`config.mk`:
```
export PLATFORM = sky130hd
export DESIGN_NAME = three_wire_rtc_serial_master
export DESIGN_NICKNAME = d
export VERILOG_FILES = /design/src/hdl/rtcsm_pkg.sv /design/src/hdl/rtcsm_step.sv /design/src/hdl/three_wire_rtc_serial_master.sv
export VERILOG_INCLUDE_DIRS = /design/src /design/src/hdl
export SDC_FILE = /design/constraint.sdc
export NUM_CORES = 1
export LEC_CHECK = 0
export ABC_AREA = 1
export BUFFER_PORTS_ARGS = -buffer_cell sky130_fd_sc_hd__buf_2
export CAP_MARGIN = 20
export CORE_UTILIZATION = 50
export DETAILED_ROUTE_END_ITERATION = 10
export PLACE_DENSITY_LB_ADDON = 0.1
export SLEW_MARGIN = 0
export SYNTH_ARGS = -nofsm -noshare
export SYNTH_HDL_FRONTEND = slang
export SYNTH_HIERARCHICAL = 1
export SYNTH_SLANG_ARGS = --single-unit
```
`constraint.sdc`:
```
create_clock -name clk -period 2.1 [get_ports clk]
set_input_delay 0.315 -clock clk [delete_from_list [all_inputs] [get_ports clk]]
set_output_delay 0.315 -clock clk [all_outputs]
set_load 0.02 [all_outputs]
```
`src/hdl/assert_macros.svh`:
```
// Assertion macros used by the top level of the serial bus master.
// Depends on nothing; the including module must have clk and arst_n.
`ifndef ASSERT_MACROS_SVH
`define ASSERT_MACROS_SVH

// Check a property on every rising clock edge outside reset.
`define ASSERT_CLK(label, prop) \
	label: assert property (@(posedge clk) disable iff (!arst_n) (prop)) \
		else $error("assertion failed");

// Check a property on every rising clock edge, reset included.
`define ASSERT_CLK_ALWAYS(label, prop) \
	label: assert property (@(posedge clk) (prop)) \
		else $error("assertion failed");

`endif

```
`src/hdl/rtcsm_pkg.sv`:
```
// Shared types and constants of the three-wire serial bus master.
// Used by rtcsm_step and the top level; depends on nothing.
package rtcsm_pkg;

	// Request command codes.
	localparam logic [1:0] CMD_READ  = 2'd0;
	localparam logic [1:0] CMD_WRITE = 2'd1;
	localparam logic [1:0] CMD_TICK  = 2'd2;

	// Tick that closes an access: 16 bits of two ticks each.
	localparam logic [5:0] LAST_TICK = 6'd32;

	// Command byte framing: bit 7 always set, bit 0 set for a read.
	localparam logic CMD_BYTE_TOP = 1'b1;

	typedef struct packed {
		logic       enable_level;
		logic       clock_level;
		logic [5:0] tick_step;
		logic [7:0] command_shift;
		logic [7:0] data_shift;
		logic       is_read;
		logic [7:0] received_byte;
	} state_t;

	typedef struct packed {
		logic       chip_enable;
		logic       serial_clock;
		logic       data_out;
		logic       data_drive;
		logic [7:0] read_data;
		logic       done_res;
		logic       busy_res;
	} result_t;

endpackage

```
`src/hdl/rtcsm_step.sv`:
```
// Next-state and pin logic for one request of the serial bus master.
// Pure combinational; depends on rtcsm_pkg.
module rtcsm_step import rtcsm_pkg::*; (
	input  state_t      cur,
	input  logic [1:0]  command,
	input  logic [5:0]  reg_address,
	input  logic [7:0]  write_data,
	input  logic        data_in,
	output state_t      nxt,
	output result_t     res
);

	logic       done;
	logic [3:0] bit_idx;
	logic [5:0] pin_step;
	logic [3:0] pin_bit;

	assign bit_idx = cur.tick_step[4:1];

	always_comb begin
		nxt  = cur;
		done = 1'b0;
		if ((command == CMD_READ || command == CMD_WRITE) && !cur.enable_level) begin
			nxt.is_read       = (command == CMD_READ);
			nxt.command_shift = {CMD_BYTE_TOP, reg_address, command == CMD_READ};
			nxt.data_shift    = (command == CMD_READ) ? 8'd0 : write_data;
			nxt.enable_level  = 1'b1;
			nxt.clock_level   = 1'b0;
			nxt.tick_step     = 6'd0;
		end else if (command == CMD_TICK && cur.enable_level) begin
			if (cur.tick_step >= LAST_TICK) begin
				if (cur.is_read)
					nxt.received_byte = cur.data_shift;
				nxt.enable_level = 1'b0;
				nxt.clock_level  = 1'b0;
				nxt.tick_step    = 6'd0;
				done             = 1'b1;
			end else begin
				// odd tick raises the clock and samples read data
				nxt.clock_level = cur.tick_step[0];
				if (cur.tick_step[0] && cur.is_read && bit_idx[3])
					nxt.data_shift[bit_idx[2:0]] = cur.data_shift[bit_idx[2:0]] | data_in;
				nxt.tick_step = cur.tick_step + 6'd1;
			end
		end
	end

	// pin levels follow the tick just taken
	assign pin_step = (nxt.tick_step == 6'd0) ? 6'd0 : nxt.tick_step - 6'd1;
	assign pin_bit  = pin_step[4:1];

	always_comb begin
		res.chip_enable  = nxt.enable_level;
		res.serial_clock = nxt.clock_level;
		res.read_data    = nxt.received_byte;
		res.done_res     = done;
		res.busy_res     = nxt.enable_level;
		if (!nxt.enable_level) begin
			res.data_out   = 1'b0;
			res.data_drive = 1'b1;
		end else if (!pin_bit[3]) begin
			res.data_out   = nxt.command_shift[pin_bit[2:0]];
			res.data_drive = 1'b1;
		end else if (nxt.is_read) begin
			res.data_out   = 1'b0;
			res.data_drive = 1'b0;
		end else begin
			res.data_out   = nxt.data_shift[pin_bit[2:0]];
			res.data_drive = 1'b1;
		end
	end

endmodule

```
`src/hdl/three_wire_rtc_serial_master.sv`:
```
// Top level of the three-wire serial bus master for a real-time-clock chip.
// Depends on rtcsm_pkg, rtcsm_step and assert_macros.svh.
//
// Usage:
//   Input channel (in_valid / in_stall) carries one request per transfer:
//   a start-read, a start-write or one bus tick. Output channel
//   (out_valid / out_stall) returns exactly one result per request: the
//   pin levels after that request, the last read byte, done and busy.
//   Drive the pins of the chip from the result fields; feed back the data
//   pin level on data_in with every tick request.
// Timing:
//   A request that is taken sits in the input register, is applied to the
//   bus state and lands in the result register once that register is free;
//   out_valid then rises. One request per cycle is sustained while out_stall
//   stays low; the state update is a single pass of narrow logic.
//   A full access is one start plus 33 ticks.
// Stall:
//   While out_stall holds a waiting result, the input register holds its
//   request and in_stall rises once it is full; nothing is lost or repeated.
// Reset:
//   arst_n clears the bus state (enable low, clock low, read byte zero) and
//   empties both registers.
`include "assert_macros.svh"

module three_wire_rtc_serial_master import rtcsm_pkg::*; (
	input  logic       clk,
	input  logic       arst_n,
	input  logic       in_valid,
	output logic       in_stall,
	input  logic [1:0] command,
	input  logic [5:0] reg_address,
	input  logic [7:0] write_data,
	input  logic       data_in,
	output logic       out_valid,
	input  logic       out_stall,
	output logic       chip_enable,
	output logic       serial_clock,
	output logic       data_out,
	output logic       data_drive,
	output logic [7:0] read_data,
	output logic       done_res,
	output logic       busy_res
);

	// input register
	logic       valid_s1;
	logic [1:0] command_s1;
	logic [5:0] reg_address_s1;
	logic [7:0] write_data_s1;
	logic       data_in_s1;

	// result register
	logic       valid_s2;
	result_t    res_s2;

	// bus state
	state_t     state_q;
	state_t     state_nxt;
	result_t    res_nxt;

	logic       out_free;
	logic       advance;
	logic       in_take;

	// result register can take a new result when empty or being drained
	assign out_free = !valid_s2 || !out_stall;
	assign advance  = valid_s1 && out_free;
	assign in_stall = valid_s1 && !out_free;
	assign in_take  = in_valid && !in_stall;

	rtcsm_step u_step (
		.cur         (state_q),
		.command     (command_s1),
		.reg_address (reg_address_s1),
		.write_data  (write_data_s1),
		.data_in     (data_in_s1),
		.nxt         (state_nxt),
		.res         (res_nxt)
	);

	// hold the input request until it is applied
	always_ff @(posedge clk or negedge arst_n) begin
		if (!arst_n) begin
			valid_s1 <= 1'b0;
		end else if (in_take) begin
			valid_s1 <= 1'b1;
		end else if (advance) begin
			valid_s1 <= 1'b0;
		end
	end

	always_ff @(posedge clk) begin
		if (in_take) begin
			command_s1     <= command;
			reg_address_s1 <= reg_address;
			write_data_s1  <= write_data;
			data_in_s1     <= data_in;
		end
	end

	// advance the bus state once per applied request
	always_ff @(posedge clk or negedge arst_n) begin
		if (!arst_n) begin
			state_q <= '0;
		end else if (advance) begin
			state_q <= state_nxt;
		end
	end

	always_ff @(posedge clk or negedge arst_n) begin
		if (!arst_n) begin
			valid_s2 <= 1'b0;
		end else if (advance) begin
			valid_s2 <= 1'b1;
		end else if (!out_stall) begin
			valid_s2 <= 1'b0;
		end
	end

	always_ff @(posedge clk) begin
		if (advance) begin
			res_s2 <= res_nxt;
		end
	end

	assign out_valid    = valid_s2;
	assign chip_enable  = res_s2.chip_enable;
	assign serial_clock = res_s2.serial_clock;
	assign data_out     = res_s2.data_out;
	assign data_drive   = res_s2.data_drive;
	assign read_data    = res_s2.read_data;
	assign done_res     = res_s2.done_res;
	assign busy_res     = res_s2.busy_res;

	// an idle bus always restarts from tick zero with clock low
	`ASSERT_CLK(a_idle_clean, !state_q.enable_level |-> (state_q.tick_step == 6'd0 && !state_q.clock_level))
	// the tick counter never passes the closing tick
	`ASSERT_CLK(a_step_range, state_q.tick_step <= LAST_TICK)
	// done only ends an access: enable is low on that result
	`ASSERT_CLK(a_done_drops, (valid_s2 && res_s2.done_res) |-> !res_s2.chip_enable)
	// a released data pin only happens inside an access and drives zero
	`ASSERT_CLK(a_release, (valid_s2 && !res_s2.data_drive) |-> (res_s2.chip_enable && !res_s2.data_out))

endmodule
```
# After elaboration in Yosys (flattened, before gate mapping)
# Cells that the tools add are included.
# op_classes
n_addsub	2
magnitude_cmp	4
n_eq_ne	3
muxes	32
bitwise	2
reduce_logical	20
# op_table
cell	count
8-bit two-way mux	12
1-bit two-way mux	11
1-bit binary-select mux with 3-bit select	3
8-bit bitwise mux	1
1-bit logical AND	8
3-bit by 4-bit less-than comparator with 1-bit output, second input constant	2
7-bit two-way mux	1
6-bit by 1-bit adder with 6-bit output, second input constant	1
6-bit greater-or-equal comparator, second input constant	1
6-bit zero test	1
1-bit zero test	5
5-bit two-way mux	1
5-bit by 1-bit subtractor with 5-bit output, second input constant	1
2-bit two-way mux	2
1-bit demux with 3-bit select	1
3-bit by 1-bit greater-or-equal comparator with 1-bit output, second input constant	1
2-bit by 1-bit equality test with 1-bit output, second input constant	1
2-bit equality test, second input constant	1
2-bit zero test	1
1-bit logical OR	2
2-bit by 1-bit != test with 1-bit output, second input constant	1
2-bit AND reduction	1
2-bit nonzero test	1
2-bit OR reduction	1
2 further kinds	2
# word_totals
reg_bits	65
input_bits	21
out_inout_bits	16

# Longest topological paths before layout
# logic_depth
ltp_word	13
ltp_mapped	16
mapped_depth_nobuf	16

# By module
# The synthesis kept the hierarchy.
# modules_own_cells
mod	instances	cells_per_inst	area_per_inst_um2	seq_area_each_um2
three_wire_rtc_serial_master	1	186	2454.9	1806.7
rtcsm_step	1	281	1356.3	0.0

# Worst setup path before layout
# OpenSTA, ideal clock, no wires.
# synth_path
path_type	reg-to-reg
start	register state_q[26] (netlist bit)
end	register res_s2 (netlist bit data_out) (data pin)
arrival_time_ns	1.997
t_required_ns	1.839
setup_slack_ns	-0.159
path_stages_with_launch	15
path_cell_list	dfrtp_1 -> inv_2 -> ha_1 -> or2_1 -> nand3_2 -> ha_1 -> nand2_1 -> nor2_2 -> nand2_2 -> nand3_1 -> clkinv_1 -> nand3_1 -> nand3_1 -> nand2_1 -> a21oi_1
# synth_between
elab_chain_len	13
# synth_rtl
element	line_no	rtl
start: declaration	three_wire_rtc_serial_master.sv:57	state_t state_q;
start signal: assignment	three_wire_rtc_serial_master.sv:106	state_q <= state_nxt;
parallel branches: the longest is 13 deep, another holds 6-bit by 1-bit adder with 6-bit output	n/a	
end signal: assignment	three_wire_rtc_serial_master.sv:122	res_s2 <= res_nxt;
end: declaration	three_wire_rtc_serial_master.sv:54	result_t res_s2;
# Parallel ways; which one is timed is not known. The select of a mux whose other input is x is not followed.
# A chain may end at the register's enable or synchronous reset.

# Final worst setup path
# layout_path
start	register state_q[25] (netlist bit)
end	register res_s2 (netlist bit data_out) (data pin)
# layout_between
elab_chain_len	10
# layout_rtl
element	line_no	rtl
6-bit by 1-bit adder with 6-bit output (tied with other cells)	rtcsm_step.sv:43	nxt.tick_step = cur.tick_step + 6'd1;
7-bit two-way mux / 1-bit logical AND (equally long branches)	rtcsm_step.sv:31, rtcsm_step.sv:41	
8-bit two-way mux, on equally long branches	rtcsm_step.sv:30, rtcsm_step.sv:41	
8-bit two-way mux, on equally long branches	rtcsm_step.sv:23, rtcsm_step.sv:31	
5-bit by 1-bit subtractor with 5-bit output (tied with other cells)	rtcsm_step.sv:49	assign pin_step = (nxt.tick_step == 6'd0) ? 6'd0 : nxt.tick_step - 6'd1;
5-bit two-way mux / 8-bit two-way mux (equally long branches)	rtcsm_step.sv:49, rtcsm_step.sv:23	
1-bit binary-select mux with 3-bit select	rtcsm_step.sv:68	res.data_out = nxt.data_shift[pin_bit[2:0]];
1-bit two-way mux (implied by the code)	rtcsm_step.sv:68	
2-bit two-way mux	rtcsm_step.sv:64	end else if (nxt.is_read) begin
2-bit two-way mux	rtcsm_step.sv:61	end else if (!pin_bit[3]) begin
# Parallel ways exist; a longest one is shown, timed or not. The select of a mux whose other input is x is not followed.

==> out/results.tsv <==
stage	metric	value	unit
outcome	run_status	finished with violations	
outcome	violations	negative setup slack	
cells_and_area	final_cells	631	
logic_synthesis	yosys.area_share.simple	33.5	%
grt	track_usage	25.0	%
detailed_routing	vias	3230	
placed_design	io_buffers	36	
detailed_routing	first_pass_iters	4	
setup_path	critPathKind	flip-flop to flip-flop	
logic_synthesis	muxShareOfSynthArea	0.295	%
sta	worst_pin_slew	606	ps
sta	max_freq	0.447	GHz
logic_synthesis	synth_area	3810	µm²
setup_path	cp-start-kind	flip-flop	
die	die_w	89.3	µm
logic_synthesis	synth_xor_xnor_area_share	0.230	%
hold_path	hp-class	primary input to flip-flop	
setup_path	worstSetupStartpoint	state_q[25]$_DFFE_PN0P_	
job	maxCapViolCount	0	
sta	setup_violations	1	
setup_path	critPathCapture	data_out$_DFFE_PP_	
cells_and_area	utilization	63.3	%
logic_synthesis	synthAdderAreaFrac	1.31	%
clock_network	h-tree-depth	3	
logic_synthesis	yosys.area.top_type	edfxtp_1	
detailed_routing	routed_wl	9.00	mm
pwr	power_switching_share	39.5	%
clock_network	clock_sinks	66	
logic_synthesis	synth_top_family_by_area	simple AND/OR/NAND/NOR gates	
pwr	powerDensity	1070	nW/µm²
grt	met2_usage	42.0	%
sta	slew_headroom	59.5	%
grt	use_met3	4.71	%
setup_path	cp_max_fo	6	
grt	grt_pass1_vias	3055	
pwr	switchingPower	1.95	mW
logic_synthesis	synth_cells	467	
pwr	p_leak	2.26	nW
detailed_routing	avgViaCountPerCell	5.12	
grt	grt_pass1_wl	14.7	mm
placed_design	gp_congestion	0.882	
sta	rsz0062_at_grt	yes	
logic_synthesis	ys_ff_latch	66	
setup_path	r2r_start	state_q[25]$_DFFE_PN0P_	
clock_network	clkLatencyLatePin	350	ps
die	core	7290	µm²
placed_design	dpl.hpwl	6.21	mm
sta	hold_ws	131	ps
logic_synthesis	synth.avg_cell_area	8.16	µm²
placed_design	dpl.cell_count	608	
grt	grt_overflow	0	
logic_synthesis	synth_compound_area_share	5.42	%
grt	use_met1	31.8	%
clock_network	clkTransAtPathRegs	80	ps
pwr	power.total	4.94	mW
logic_synthesis	synth_ff_type	dfrtp_1	
setup_path	endpoint_kind	flip-flop	
sta	skew	7.18	ps
pwr	internal-power	2.99	mW
sta	setup_slack	-138	ps
grt	grt_max_degree	34	
cells_and_area	n_antenna_cell	0	
logic_synthesis	syn-num-nets	492	
setup_path	r2r.worst_path.cells	14	
clock_network	clk_path_buf_depth	2	
logic_synthesis	synth_top_area_share	24.4	%
logic_synthesis	synth_edf_count	31	
cells_and_area	nets	552	
setup_path	worstPathArrival	2340	ps
sta	period_share	107	%
pwr	seqPwrFrac	35.4	%
cells_and_area	synthToLayoutAreaGrowth	21.1	%
clock_network	cts_tree	done	
pwr	comb_power_share	43.1	%
setup_path	cp.required	2210	ps
cells_and_area	drive_gt1_share	30.8	%
logic_synthesis	async_flop_share	53.0	%
clock_network	clock-root-buffer	clkbuf_8	
pwr	peakVddDrop	0.568	mV
clock_network	numCtsBuffers	9	
logic_synthesis	synthTopCellsByArea	edfxtp_1, dfrtp_1, nand2_1	
detailed_routing	drt_iter0_drc	207	
setup_path	rrSetupSlack	-140	ps
grt	top_usage_layer	met2	
logic_synthesis	ys_types	34	
sta	slew_violations	0	
die	dieArea	7980	µm²
die	ios	37	
detailed_routing	ant_nets	0	
detailed_routing	wire_per_inst	14.3	µm
die	die_h	89.3	µm
logic_synthesis	synth-warning-count	6	
die	initial_utilization	52.3	%
logic_synthesis	ys_seq_area_share	47.4	%
sta	hold_viol_final	0	
setup_path	r2r-end	data_out$_DFFE_PP_	
grt	antenna_found_initial	0	
sta	fin_crit	2240	ps
die	std_cell_rows	31	
detailed_routing	drc	0	
pwr	p_clk_share	21.5	%
## metal layers
| metal | wire (µm) | up-vias |
|---|---|---|
| met5 | 0 | - |
| met4 | 108 | 0 |
| met3 | 578 | 11 |
| met2 | 4490 | 100 |
| met1 | 3820 | 1523 |
| li1 | - | 1596 |
## logic make-up (layout without fill, tap and decap cells)
family / count (synthesis) / after routing
and+or+nand+nor: 281 / 281
buffers and inverters: 80 / 145
DFF: 66 / 66
AOI/OAI and AO/OA: 34 / 34
adders and majority gates: 4 / 4
xor gates and xnor gates: 1 / 1
muxes: 1 / 1
## sequential cells by signal (all words and copies together), names as in the netlist
signal and count:
data_out 1, done_res 1, valid_s1 1, reg_address_s1 6
state_q 33, command_s1 2, out_valid 1, serial_clock 1
data_drive 1, write_data_s1 8, read_data 8, busy_res 1
data_in_s1 1, chip_enable 1
## cell usage in the layout, fill, tap and decap left out, drive strengths merged, types with 2 or more instances in the layout
cell / n
dfrtp: 35
nand3: 67
o21ai: 12
clkbuf: 9
o21bai: 2
buf: 75
edfxtp: 31
clkinv: 3
a21oi: 12
nand4: 3
ha: 4
nand2: 182
nor2: 27
clkinvlp: 4
inv: 52
a21boi: 8
## worst min path at each step
| stage | startpoint | endpoint | slack (ps) | depth (start not counted) |
|---|---|---|---|---|
| floorplan | arst_n | out_valid$_DFFE_PN0P_ | 20 | 0 |
| global placement | arst_n | state_q[23]$_DFFE_PN0P_ | 320 | 1 |
| detailed placement | arst_n | state_q[23]$_DFFE_PN0P_ | 320 | 1 |
| CTS | data_in | data_in_s1$_DFFE_PP_ | 120 | 1 |
| global route | write_data[4] | write_data_s1[4]$_DFFE_PP_ | 120 | 1 |
| finish | data_in | data_in_s1$_DFFE_PP_ | 130 | 1 |
## area by class of cell
type,instances,area (µm²)
clock buffers,9,124
clock inverters,7,70.1
fillers,680,2680
inverters,53,209
multi-input cells,321,1780
flip-flops and latches,66,1810
well taps,99,124
repair buffers,76,494
## per-stage QoR
step / worst slack [ps] / area (µm²) / TNS (ps)
finish: -138 / 4610 / -138
global route: -228 / 4610 / -228
CTS: -72.0 / 4440 / -72.0
detailed placement: -120 / 4190 / -120
global placement: -63.8 / 4190 / -63.8
floorplan: -30.6 / 3890 / -30.6
## synthesized netlist by cell type (5+ instances only)
cell type  instances
inv_2              5
buf_4             12
inv_1             45
nand3_2           13
edfxtp_1          31
a21oi_1           12
buf_6              7
o21ai_0           10
nand2_1          175
dfrtp_1           35
nand3_1           54
nor2_1            21
nand2_2            6
## power by group through the flow
stage	registers (mW)	clock network, mW	logic (mW)
after floorplan	1.79	0	1.25
after global placement	1.76	0	1.70
after detailed placement	1.77	0	1.73
after CTS	1.74	1.07	1.82
after global routing	1.78	1.13	2.35
final	1.75	1.06	2.13
## critical path: stages (launching register included)
cell and delay, ps:
dfrtp_1 420, inv_2 100, ha_4 200, or2_4 230
nand3_4 110, ha_4 180, nand2_4 60, nor2_4 130
nand2_4 100, nand2_8 110, nand3_1 90, nand3_2 90
nand3_2 70, nand2_2 60, a21oi_2 30
## what timing repair did
action / CTS / global route
hold buffers: 1 / 0
buffers inserted: 3 / 3
setup endpoints to repair: 1 / 2
gates resized for setup: 7 / 38
endpoints found under the hold margin: 20 / 0
pin swaps: 8 / 14
No activity file was read; power rests on OpenSTA's default activity.
